File: src/rtl/nnt_ram.sv
// Generic simple dual-port RAM: one write port, one read port, registered read.
// No dependencies.
module nnt_ram #(
  parameter int unsigned WIDTH = 16,
  parameter int unsigned DEPTH = 64
) (
  input  logic                     clk_i,
  input  logic                     we_i,
  input  logic [$clog2(DEPTH)-1:0] waddr_i,
  input  logic [WIDTH-1:0]         wdata_i,
  input  logic [$clog2(DEPTH)-1:0] raddr_i,
  output logic [WIDTH-1:0]         rdata_o
);

  logic [WIDTH-1:0] mem_q [DEPTH];

  always_ff @(posedge clk_i) begin
    if (we_i) begin
      mem_q[waddr_i] <= wdata_i;
    end
    rdata_o <= mem_q[raddr_i];
  end

endmodule

File: config.mk
export PLATFORM = sky130hd
export DESIGN_NAME = nnt_ram
export DESIGN_NICKNAME = d
export VERILOG_FILES = /design/src/rtl/nnt_ram.sv
export SDC_FILE = /design/constraint.sdc
export NUM_CORES = 1
export LEC_CHECK = 0
export ABC_CLOCK_PERIOD_IN_PS = 5500
export BUFFER_PORTS_ARGS = -buffer_cell sky130_fd_sc_hd__buf_2
export CAP_MARGIN = 20
export CORE_MARGIN = 10
export CORE_UTILIZATION = 67
export CTS_CLUSTER_SIZE = 12
export DETAILED_ROUTE_END_ITERATION = 8
export PLACE_DENSITY_LB_ADDON = 0.12
export RECOVER_POWER = 50
export SLEW_MARGIN = 15
export SYNTH_ARGS = -nofsm -noshare
export SYNTH_HDL_FRONTEND = slang
export SYNTH_SLANG_ARGS = --single-unit
File: constraint.sdc
create_clock -name clk_i -period 5.5 [get_ports clk_i]
set_input_delay 0.825 -clock clk_i [delete_from_list [all_inputs] [get_ports clk_i]]
set_output_delay 0.825 -clock clk_i [all_outputs]
set_load 0.01 [all_outputs]
==> impl_metrics.py <==
metrics = {
    "route": {
        "routed_wl_mm": 91.1,
        "via_per_inst": 6.88,
        "drtIter0Drc": 2418,
        "route.detailed.drc": 0,
        "vias": 19300,
        "drt-pass1-iter-count": 5,
        "antenna_left": 0,
        "wl_per_cell_um": 32.5,
    },
    "floorplanning": {
        "rows": 89,
        "die_w_um": 264,
        "start_util_pct": 67.7,
        "core_area_um2": 59100,
        "ios": 46,
        "die-area_um2": 69900,
        "die_height_um": 264,
    },
    "synth": {
        "synth.avg_cell_area_um2": 21.9,
        "yosysSeqAreaShare_pct": 77.6,
        "yosysWarnings": 0,
        "syn-num-nets": 1859,
        "syn-cell-area_um2": 40000,
        "synthCells": 1829,
        "ys_ff_latch": 1040,
        "async_flop_share_pct": 0,
        "ys_types": 43,
        "synth_edf_count": 1024,
        "ys.flop_type": "edfxtp_1",
    },
    "timing": {
        "fin_ws_ns": 2.04,
        "tightest_slew_ns": 3.46,
        "finalHoldViolCount": 0,
        "finalSetupTns_ns": 0,
        "slew_viol_final": 1040,
        "rsz0062_at_grt": "false",
        "timing.final.crit_period_ns": 3.46,
        "whs_ns": 0.764,
        "finClkSkew_ns": 0.0143,
        "slew_headroom_pct": -130,
        "max_freq_mhz": 289,
        "fin_crit_sh_pct": 62.9,
        "setup_viol": 0,
    },
    "grt": {
        "antenna_found_initial": 4,
        "grt_usage_pct": 26.5,
        "grt_pass1_wl_mm": 135,
        "gr-total-overflow": 0,
        "grt_max_degree": 104,
        "grt_pass1_vias": 19500,
    },
    "worst_setup_path": {
        "cp.depth": 2,
        "worstPathCellList": "buf_2, clkbuf_1",
        "timing.rr.end": "rdata_o[9]",
        "cpPeakStageDelay_ns": 2.37,
        "reg2reg_depth": 5,
        "timing.rr.start": "mem_q[21][9]",
        "end_kind": "flip-flop",
        "arrival_ns": 3.39,
        "critPathBufInv": 2,
        "worstPathRequired_ns": 5.43,
        "reg2reg_slack_ns": 3.28,
        "critPathLaunchType": "primary input",
        "crit_path_max_fanout": 64,
        "cp_top_family": "buffers and inverters",
        "crit_slowest_cell": "clkbuf_1",
        "path_class": "in -> reg",
    },
    "clock_tree": {
        "cts_resized": 0,
        "cts_tree": "built",
        "clock-sinks": 1040,
        "cts.clk_slew.worst_paths_ns": 0.06,
        "postCtsSetupRepairBufs": 0,
        "cts_inserted_buffers": 101,
        "clock_latency_ns": 0.64,
        "htree_num_levels": 3,
        "cts_hold_repair.buffers": 0,
        "ctsRootBufferMaster": "clkbuf_16",
        "clock_path_buffers": 3,
    },
    "place": {
        "dp_hpwl_mm": 52.0,
        "port_buffers": 45,
        "routabilityCongestion": 0.842,
        "place_ws_ns": 1.56,
        "dp.cells": 2641,
    },
    "power": {
        "p_leak_nw": 14.0,
        "p_per_area_nw_per_um2": 359,
        "irDropWorstVdd_uv": 354,
    },
    "outcome": {
        "status": "finished with violations",
        "violations": "max-capacitance violations, max-slew violations",
    },
    "run": {
        "maxCapViolations": 16,
    },
    "cells_and_area": {
        "fin_util_pct": 74.8,
        "drive_above_1_share_pct": 24.6,
        "layout_commonest_cell": "edfxtp_1",
        "nFillCells": 3262,
        "area.growth.synth_to_final_pct": 10.4,
        "most-common-layout-cells": "edfxtp_1 (1024), mux4_2 (220), clkbuf_16 (105)",
        "nets": 2002,
        "fin_cells": 2803,
    },
    "worst_hold_path": {
        "hold_path.class": "in -> reg",
        "holdPathStages": 2,
        "worstHoldStart": "waddr_i[2]",
        "holdPathEnd": "mem_q[48][0]",
    },
}
[report_power, final]
part / leakage, nW / switching [W] / total [W] / internal, W
Clock: 1.41 / 0.00269 / 0.00624 / 0.00355
Combinational: 3.24 / 0.000511 / 0.000790 / 0.000279
Sequential: 9.35 / 0.0000294 / 0.00883 / 0.00880
[worst max-delay path by stage]
| stage | start | endpoint | slack (ns) |
|---|---|---|---|
| floorplan | waddr_i[3] | mem_q[48][0] | 2.64 |
| global placement | raddr_i[0] | rdata_o[1] | 1.56 |
| detailed placement | raddr_i[0] | rdata_o[9] | 1.56 |
| CTS | raddr_i[0] | rdata_o[6] | 2.21 |
| global route | wdata_i[4] | mem_q[46][4] | 1.91 |
| finish | wdata_i[3] | mem_q[19][3] | 2.04 |
[cell families after synthesis]
group	after synthesis	share of synthesized area (%)
buffers and inverters	104	1.83
AOI/OAI and AO/OA	129	2.41
muxes	336	15.5
DFF	1040	77.6
and+or+nand+nor	220	2.65
[cell usage after synthesis, types with 8 or more instances]
library cell | count | area share [%]
nor2_1 | 72 | 0.67
a22oi_1 | 39 | 0.73
buf_2 | 36 | 0.45
clkbuf_1 | 24 | 0.22
nand4_1 | 12 | 0.19
mux4_2 | 220 | 12
buf_4 | 13 | 0.24
nand3_1 | 24 | 0.30
a221oi_1 | 16 | 0.35
edfxtp_1 | 1024 | 77
a211oi_1 | 8 | 0.15
a311oi_1 | 8 | 0.17
a21oi_1 | 17 | 0.21
nand2_1 | 59 | 0.55
a211o_1 | 8 | 0.17
nor2b_1 | 30 | 0.47
dfxtp_1 | 16 | 0.80
buf_6 | 17 | 0.48
a31oi_1 | 8 | 0.12
mux2_2 | 27 | 0.76
mux2i_1 | 85 | 2.1
[final cells by class]
cell class	instances	area, um2	share of cell area (%)
clock inverters	14	82.6	0.187
well taps	773	967	2.19
multi-input cells	685	8280	18.7
repair buffers	144	985	2.23
clock buffers	146	2820	6.38
diodes	1	2.50	0.00566
flip-flops and latches	1040	31100	70.3
[registers in the layout, indices dropped and copies added (netlist names)]
register  cells
mem_q      1024
rdata_o      16
[through the flow]
stage	power (W)	area, um2
after floorplan	0.00942	40000
after global placement	0.00975	41300
after detailed placement	0.00977	41300
after CTS	0.0159	44200
after global routing	0.0163	44200
final	0.0159	44200
[routing by layer]
| metal | up-vias | global-route usage [%] | share of wire, % |
|---|---|---|---|
| li1 | 7939 | - | - |
| met1 | 10200 | 36.5 | 38 |
| met2 | 994 | 42.6 | 50 |
| met3 | 182 | 5.02 | 9.0 |
| met4 | 4 | 9.24 | 3.2 |
| met5 | - | 0 | 0.031 |
(Power assumes the default switching activity.)
