[src/rtl/nnt_pkg.sv]
// Shared constants and types for the nearest-neighbor tour builder.
// No dependencies; imported by nnt_best and nearest_neighbour_tour.
package nnt_pkg;

  localparam int unsigned NODES_DEF   = 64;
  localparam int unsigned DIST_W_DEF  = 16;

  // Fixed port field widths
  localparam int unsigned NODE_PORT_W = 6;
  localparam int unsigned DIST_PORT_W = 16;
  localparam int unsigned COST_W      = 22;
  localparam int unsigned CNT_W       = 7;

  localparam logic [COST_W-1:0] COST_MAX       = '1;
  localparam logic [CNT_W-1:0]  NODE_COUNT_RST = 7'd64;

  // Control of the running-minimum unit
  typedef struct packed {
    logic vld;    // a candidate distance is present
    logic first;  // first candidate of a scan, always taken
    logic tail;   // candidate is the last list entry
  } best_req_t;

endpackage

[src/rtl/nnt_best.sv]
// Running-minimum unit: compares one candidate distance per cycle against
// the best so far and keeps its list index and node, and the node of the tail entry. Depends on nnt_pkg.
module nnt_best
  import nnt_pkg::*;
#(
  parameter int unsigned NW = 6,
  parameter int unsigned DW = 16
) (
  input  logic          clk_i,
  input  logic          rst_ni,
  input  best_req_t     req_i,
  input  logic [NW-1:0] idx_i,
  input  logic [NW-1:0] node_i,
  input  logic [DW-1:0] dist_i,
  output logic [NW-1:0] best_idx_o,
  output logic [NW-1:0] best_node_o,
  output logic [DW-1:0] best_dist_o,
  output logic [NW-1:0] tail_node_o
);

  logic take;

  // strict compare: the earliest of equal distances wins
  assign take = req_i.vld && (req_i.first || (dist_i < best_dist_o));

  always_ff @(posedge clk_i or negedge rst_ni) begin
    if (!rst_ni) begin
      best_idx_o  <= '0;
      best_node_o <= '0;
      best_dist_o <= '0;
      tail_node_o <= '0;
    end else begin
      if (take) begin
        best_idx_o  <= idx_i;
        best_node_o <= node_i;
        best_dist_o <= dist_i;
      end
      if (req_i.vld && req_i.tail) begin
        tail_node_o <= node_i;
      end
    end
  end

endmodule

[config.mk]
export PLATFORM = sky130hd
export DESIGN_NAME = nnt_best
export DESIGN_NICKNAME = d
export VERILOG_FILES = /design/src/rtl/nnt_pkg.sv /design/src/rtl/nnt_best.sv
export SDC_FILE = /design/constraint.sdc
export NUM_CORES = 1
export LEC_CHECK = 0
export BUFFER_PORTS_ARGS = -buffer_cell sky130_fd_sc_hd__buf_4
export CAP_MARGIN = 20
export CORE_MARGIN = 10
export CORE_UTILIZATION = 35
export CTS_BUF_LIST = sky130_fd_sc_hd__clkbuf_8
export DETAILED_ROUTE_END_ITERATION = 8
export RECOVER_POWER = 25
export SLEW_MARGIN = 10
export SYNTH_ARGS = -nofsm -noshare
export SYNTH_HDL_FRONTEND = slang
export SYNTH_SLANG_ARGS = --single-unit
[constraint.sdc]
create_clock -name clk_i -period 2.11 [get_ports clk_i]
set_clock_uncertainty 0.2 [all_clocks]
set_input_delay 0.1055 -clock clk_i [delete_from_list [all_inputs] [get_ports clk_i]]
set_output_delay 0.1055 -clock clk_i [all_outputs]
set_load 0.02 [all_outputs]
==> flow_metrics.env <==
export IMPL_grt_overflow_total=0
export IMPL_grt_pass1_wl_um=7859
export IMPL_cp_startpoint="best_dist_o[13]"
export IMPL_whs_ps=161.8
export IMPL_final_util=0.6218
export IMPL_first_global_vias=1607
export IMPL_synth_cell_types=18
export IMPL_relSlewSlack=0.4438
export IMPL_clock_root_buffer="clkbuf_8"
export IMPL_drc=0
export IMPL_cp_end_kind="flop"
export IMPL_power_density_nw_per_um2=929.3
export IMPL_hold_viol_final=0
export IMPL_syn_area_um2=1784
export IMPL_synth_main_ff_cell="dfrtp_1"
export IMPL_r2r_end="best_node_o[4]"
export IMPL_netlist_area_leader_share=0.4769
export IMPL_comb_power_share=0.500
export IMPL_die_w_um=91.40
export IMPL_ant_nets=0
export IMPL_worst_pin_slew_ps=834.3
export IMPL_vdd_ir_drop_max_mv=0.4095
export IMPL_final_max_slew_violation_count=0
export IMPL_coreArea_um2=4817
export IMPL_p_int_mw=1.841
export IMPL_area_growth_pct=67.88
export IMPL_dp_hpwl_um=3514
export IMPL_grt_usage=0.1155
export IMPL_antenna_found_initial=0
export IMPL_synth_most_common_cell="dfrtp_1"
export IMPL_io_buffers=66
export IMPL_detail_route_vias_per_cell=4.435
export IMPL_outcome="complete, but fails checks"
export IMPL_fin_nets=295
export IMPL_ios=67
export IMPL_synth_cells=127
export IMPL_dieArea_um2=8354
export IMPL_rsz0062_at_grt="true"
export IMPL_p_clk_frac=0.172
export IMPL_place_gp_congestion=0.7707
export IMPL_first_pass_iters=4
export IMPL_synth_edf_count=0
export IMPL_critical_path_slowest_cell="dfrtp_2"
export IMPL_die_h_um=91.40
export IMPL_cp_arrival_ps=2300
export IMPL_wirelength_um=4789
export IMPL_vias=1397
export IMPL_fin_crit_sh=1.108
export IMPL_async_flop_share=1.000
export IMPL_drive_gt1_frac=0.5887
export IMPL_netlist_top_cells_count="34 x dfrtp_1, 20 x mux2_4, 16 x inv_1"
export IMPL_clock_sinks=34
export IMPL_leakagePower_nw=1.488
export IMPL_cts_tree="built"
export IMPL_fillCellCount=401
export IMPL_start_kind="flop"
export IMPL_final_seq_area_um2=858.3
export IMPL_setup_ws_ps=-227.2
export IMPL_synth_seq_area_share=0.4769
export IMPL_critPathRequiredTime_ps=2070
export IMPL_r2r_cells=8
export IMPL_post_drt_wl_per_cell_um=15.20
export IMPL_diodes=0
export IMPL_ys_seq_elements=34
export IMPL_violations="negative setup slack"
export IMPL_htree_levels=2
export IMPL_synth_area_leaders="dfrtp_1 48%, mux2_4 17%, ha_1 11%"
export IMPL_setup_viol=28
export IMPL_first_iter_violations=25
export IMPL_clk_path_buf_depth=2
export IMPL_seq_power_share=0.327
export IMPL_clk_pin_slew_ps=70
export IMPL_p_sw_mw=0.9425
export IMPL_crit_type="reg2reg"
export IMPL_clk_latency_ps=280
export IMPL_multiInputGateArea_um2=944.7
export IMPL_path_max_fanout=13
export IMPL_r2r_slack_ps=-230
export IMPL_fp_row_count=25
export IMPL_drv_cap=0
export IMPL_swShare=0.3386
export IMPL_holdCritPathClass="in2reg"
export IMPL_path_cells="inv_1, ha_4, nand4_1, a211oi_2, a32oi_2, a22oi_4, buf_12, mux2_4"
export IMPL_fin_crit_ps=2337
export IMPL_endpoint="best_node_o[4]"
export IMPL_initial_core_util=0.3704
export IMPL_grt_max_degree=35
export IMPL_cts_made_buffers=5
export IMPL_slowest_delay_ps=360
export IMPL_synth_top_cell_by_area="dfrtp_1"
export IMPL_fmax_mhz=427.9
export IMPL_syn_area_per_cell_um2=14.05
export IMPL_synth_warnings=0
export IMPL_syn_nets=175
export IMPL_r2r_start="best_dist_o[13]"
-- power by group through the flow --
stage / clock, mW / combinational [mW] / sequential (mW)
finish: 0.480 / 1.39 / 0.911
global route: 0.527 / 1.51 / 0.934
CTS: 0.500 / 1.40 / 0.910
detailed placement: 0 / 1.29 / 0.917
global placement: 0 / 1.27 / 0.909
floorplan: 0 / 0.521 / 1.13
-- flip-flops by register name, summed over array words and instances, names as in the netlist --
signal / count
best_node_o: 6
best_dist_o: 16
best_idx_o: 6
tail_node_o: 6
-- what timing repair did --
action / CTS / global route
setup endpoints to repair: 28 / 28
resized for setup: 15 / 3
hold endpoints to repair: 68 / 0
hold buffers: 29 / 0
setup buffers: 0 / 1
pin swaps: 1 / 4
-- worst min-delay path by stage --
stage,cells after the start,start,end
3_5_place_dp,1,rst_ni,best_idx_o[2]
2_1_floorplan,0,rst_ni,best_dist_o[0]
3_3_place_gp,1,rst_ni,best_idx_o[1]
6_report,3,req_i[0],tail_node_o[1]
4_1_cts,2,rst_ni,best_dist_o[15]
5_1_grt,4,req_i[1],best_dist_o[13]
-- layout make-up --
class | instances | share of cell area
Multi-Input combinational cell | 75 | 0.3154
Sequential cell | 34 | 0.2865
Tap cell | 67 | 0.02799
Inverter | 16 | 0.02005
Clock inverter | 2 | 0.002924
Clock buffer | 6 | 0.02757
Timing Repair Buffer | 115 | 0.3195
-- cells by family (layout without fill, tap and decap cells) --
family / count (synthesis) / in the layout / synth area share
AOI/OAI and AO/OA: 14 / 14 / 0.07434
and+or+nand+nor: 12 / 12 / 0.03086
DFF: 34 / 34 / 0.4769
adders and majority gates: 15 / 15 / 0.1052
buffers and inverters: 18 / 139 / 0.05610
muxes: 34 / 34 / 0.2567
-- worst max-delay path, delay by kind of cell (launching register included) --
kind,cells,cell delay [ps]
compound gates,3,650
fa+ha+maj,1,260
buf+inv,2,260
flops,1,360
mux,1,310
simple gates,1,170
-- layout by cell type (no fill, tap or decap), drive strengths merged --
cell type and count:
a2111o 1, a211oi 1, a22oi 1, a32oi 1, inv 17, buf 85, clkinv 1, mux2 34
nand2 5, clkbuf 7, ha 15, nor2b 1, dfrtp 34, nor2 3, a21oi 5, o21ai 4
a311oi 1, nand2b 1, dlygate4sd3 29, nand4 2
-- layer usage --
metal | vias to the layer above | GRT usage | part of all wire
met1 | 666 | 0.1296 | 0.43
met2 | 44 | 0.2026 | 0.51
met3 | 4 | 0.03951 | 0.054
met4 | 0 | 0.03133 | 0.0075
met5 | - | 0 | 0
li1 | 683 | - | -
-- stage by stage --
stage | total power, mW | setup WS, ps | area, um^2 | std cells | setup TNS [ps]
after floorplan | 1.649 | -306.6 | 1823 | 127 | -7670
after global placement | 2.180 | -191.5 | 2517 | 277 | -4557
after detailed placement | 2.209 | -267.5 | 2517 | 277 | -6404
after CTS | 2.809 | -238.8 | 2974 | 314 | -6392
after global routing | 2.973 | -322.9 | 2995 | 315 | -8449
final | 2.784 | -227.2 | 2995 | 315 | -5921
No activity file was read; power rests on OpenSTA's default activity.
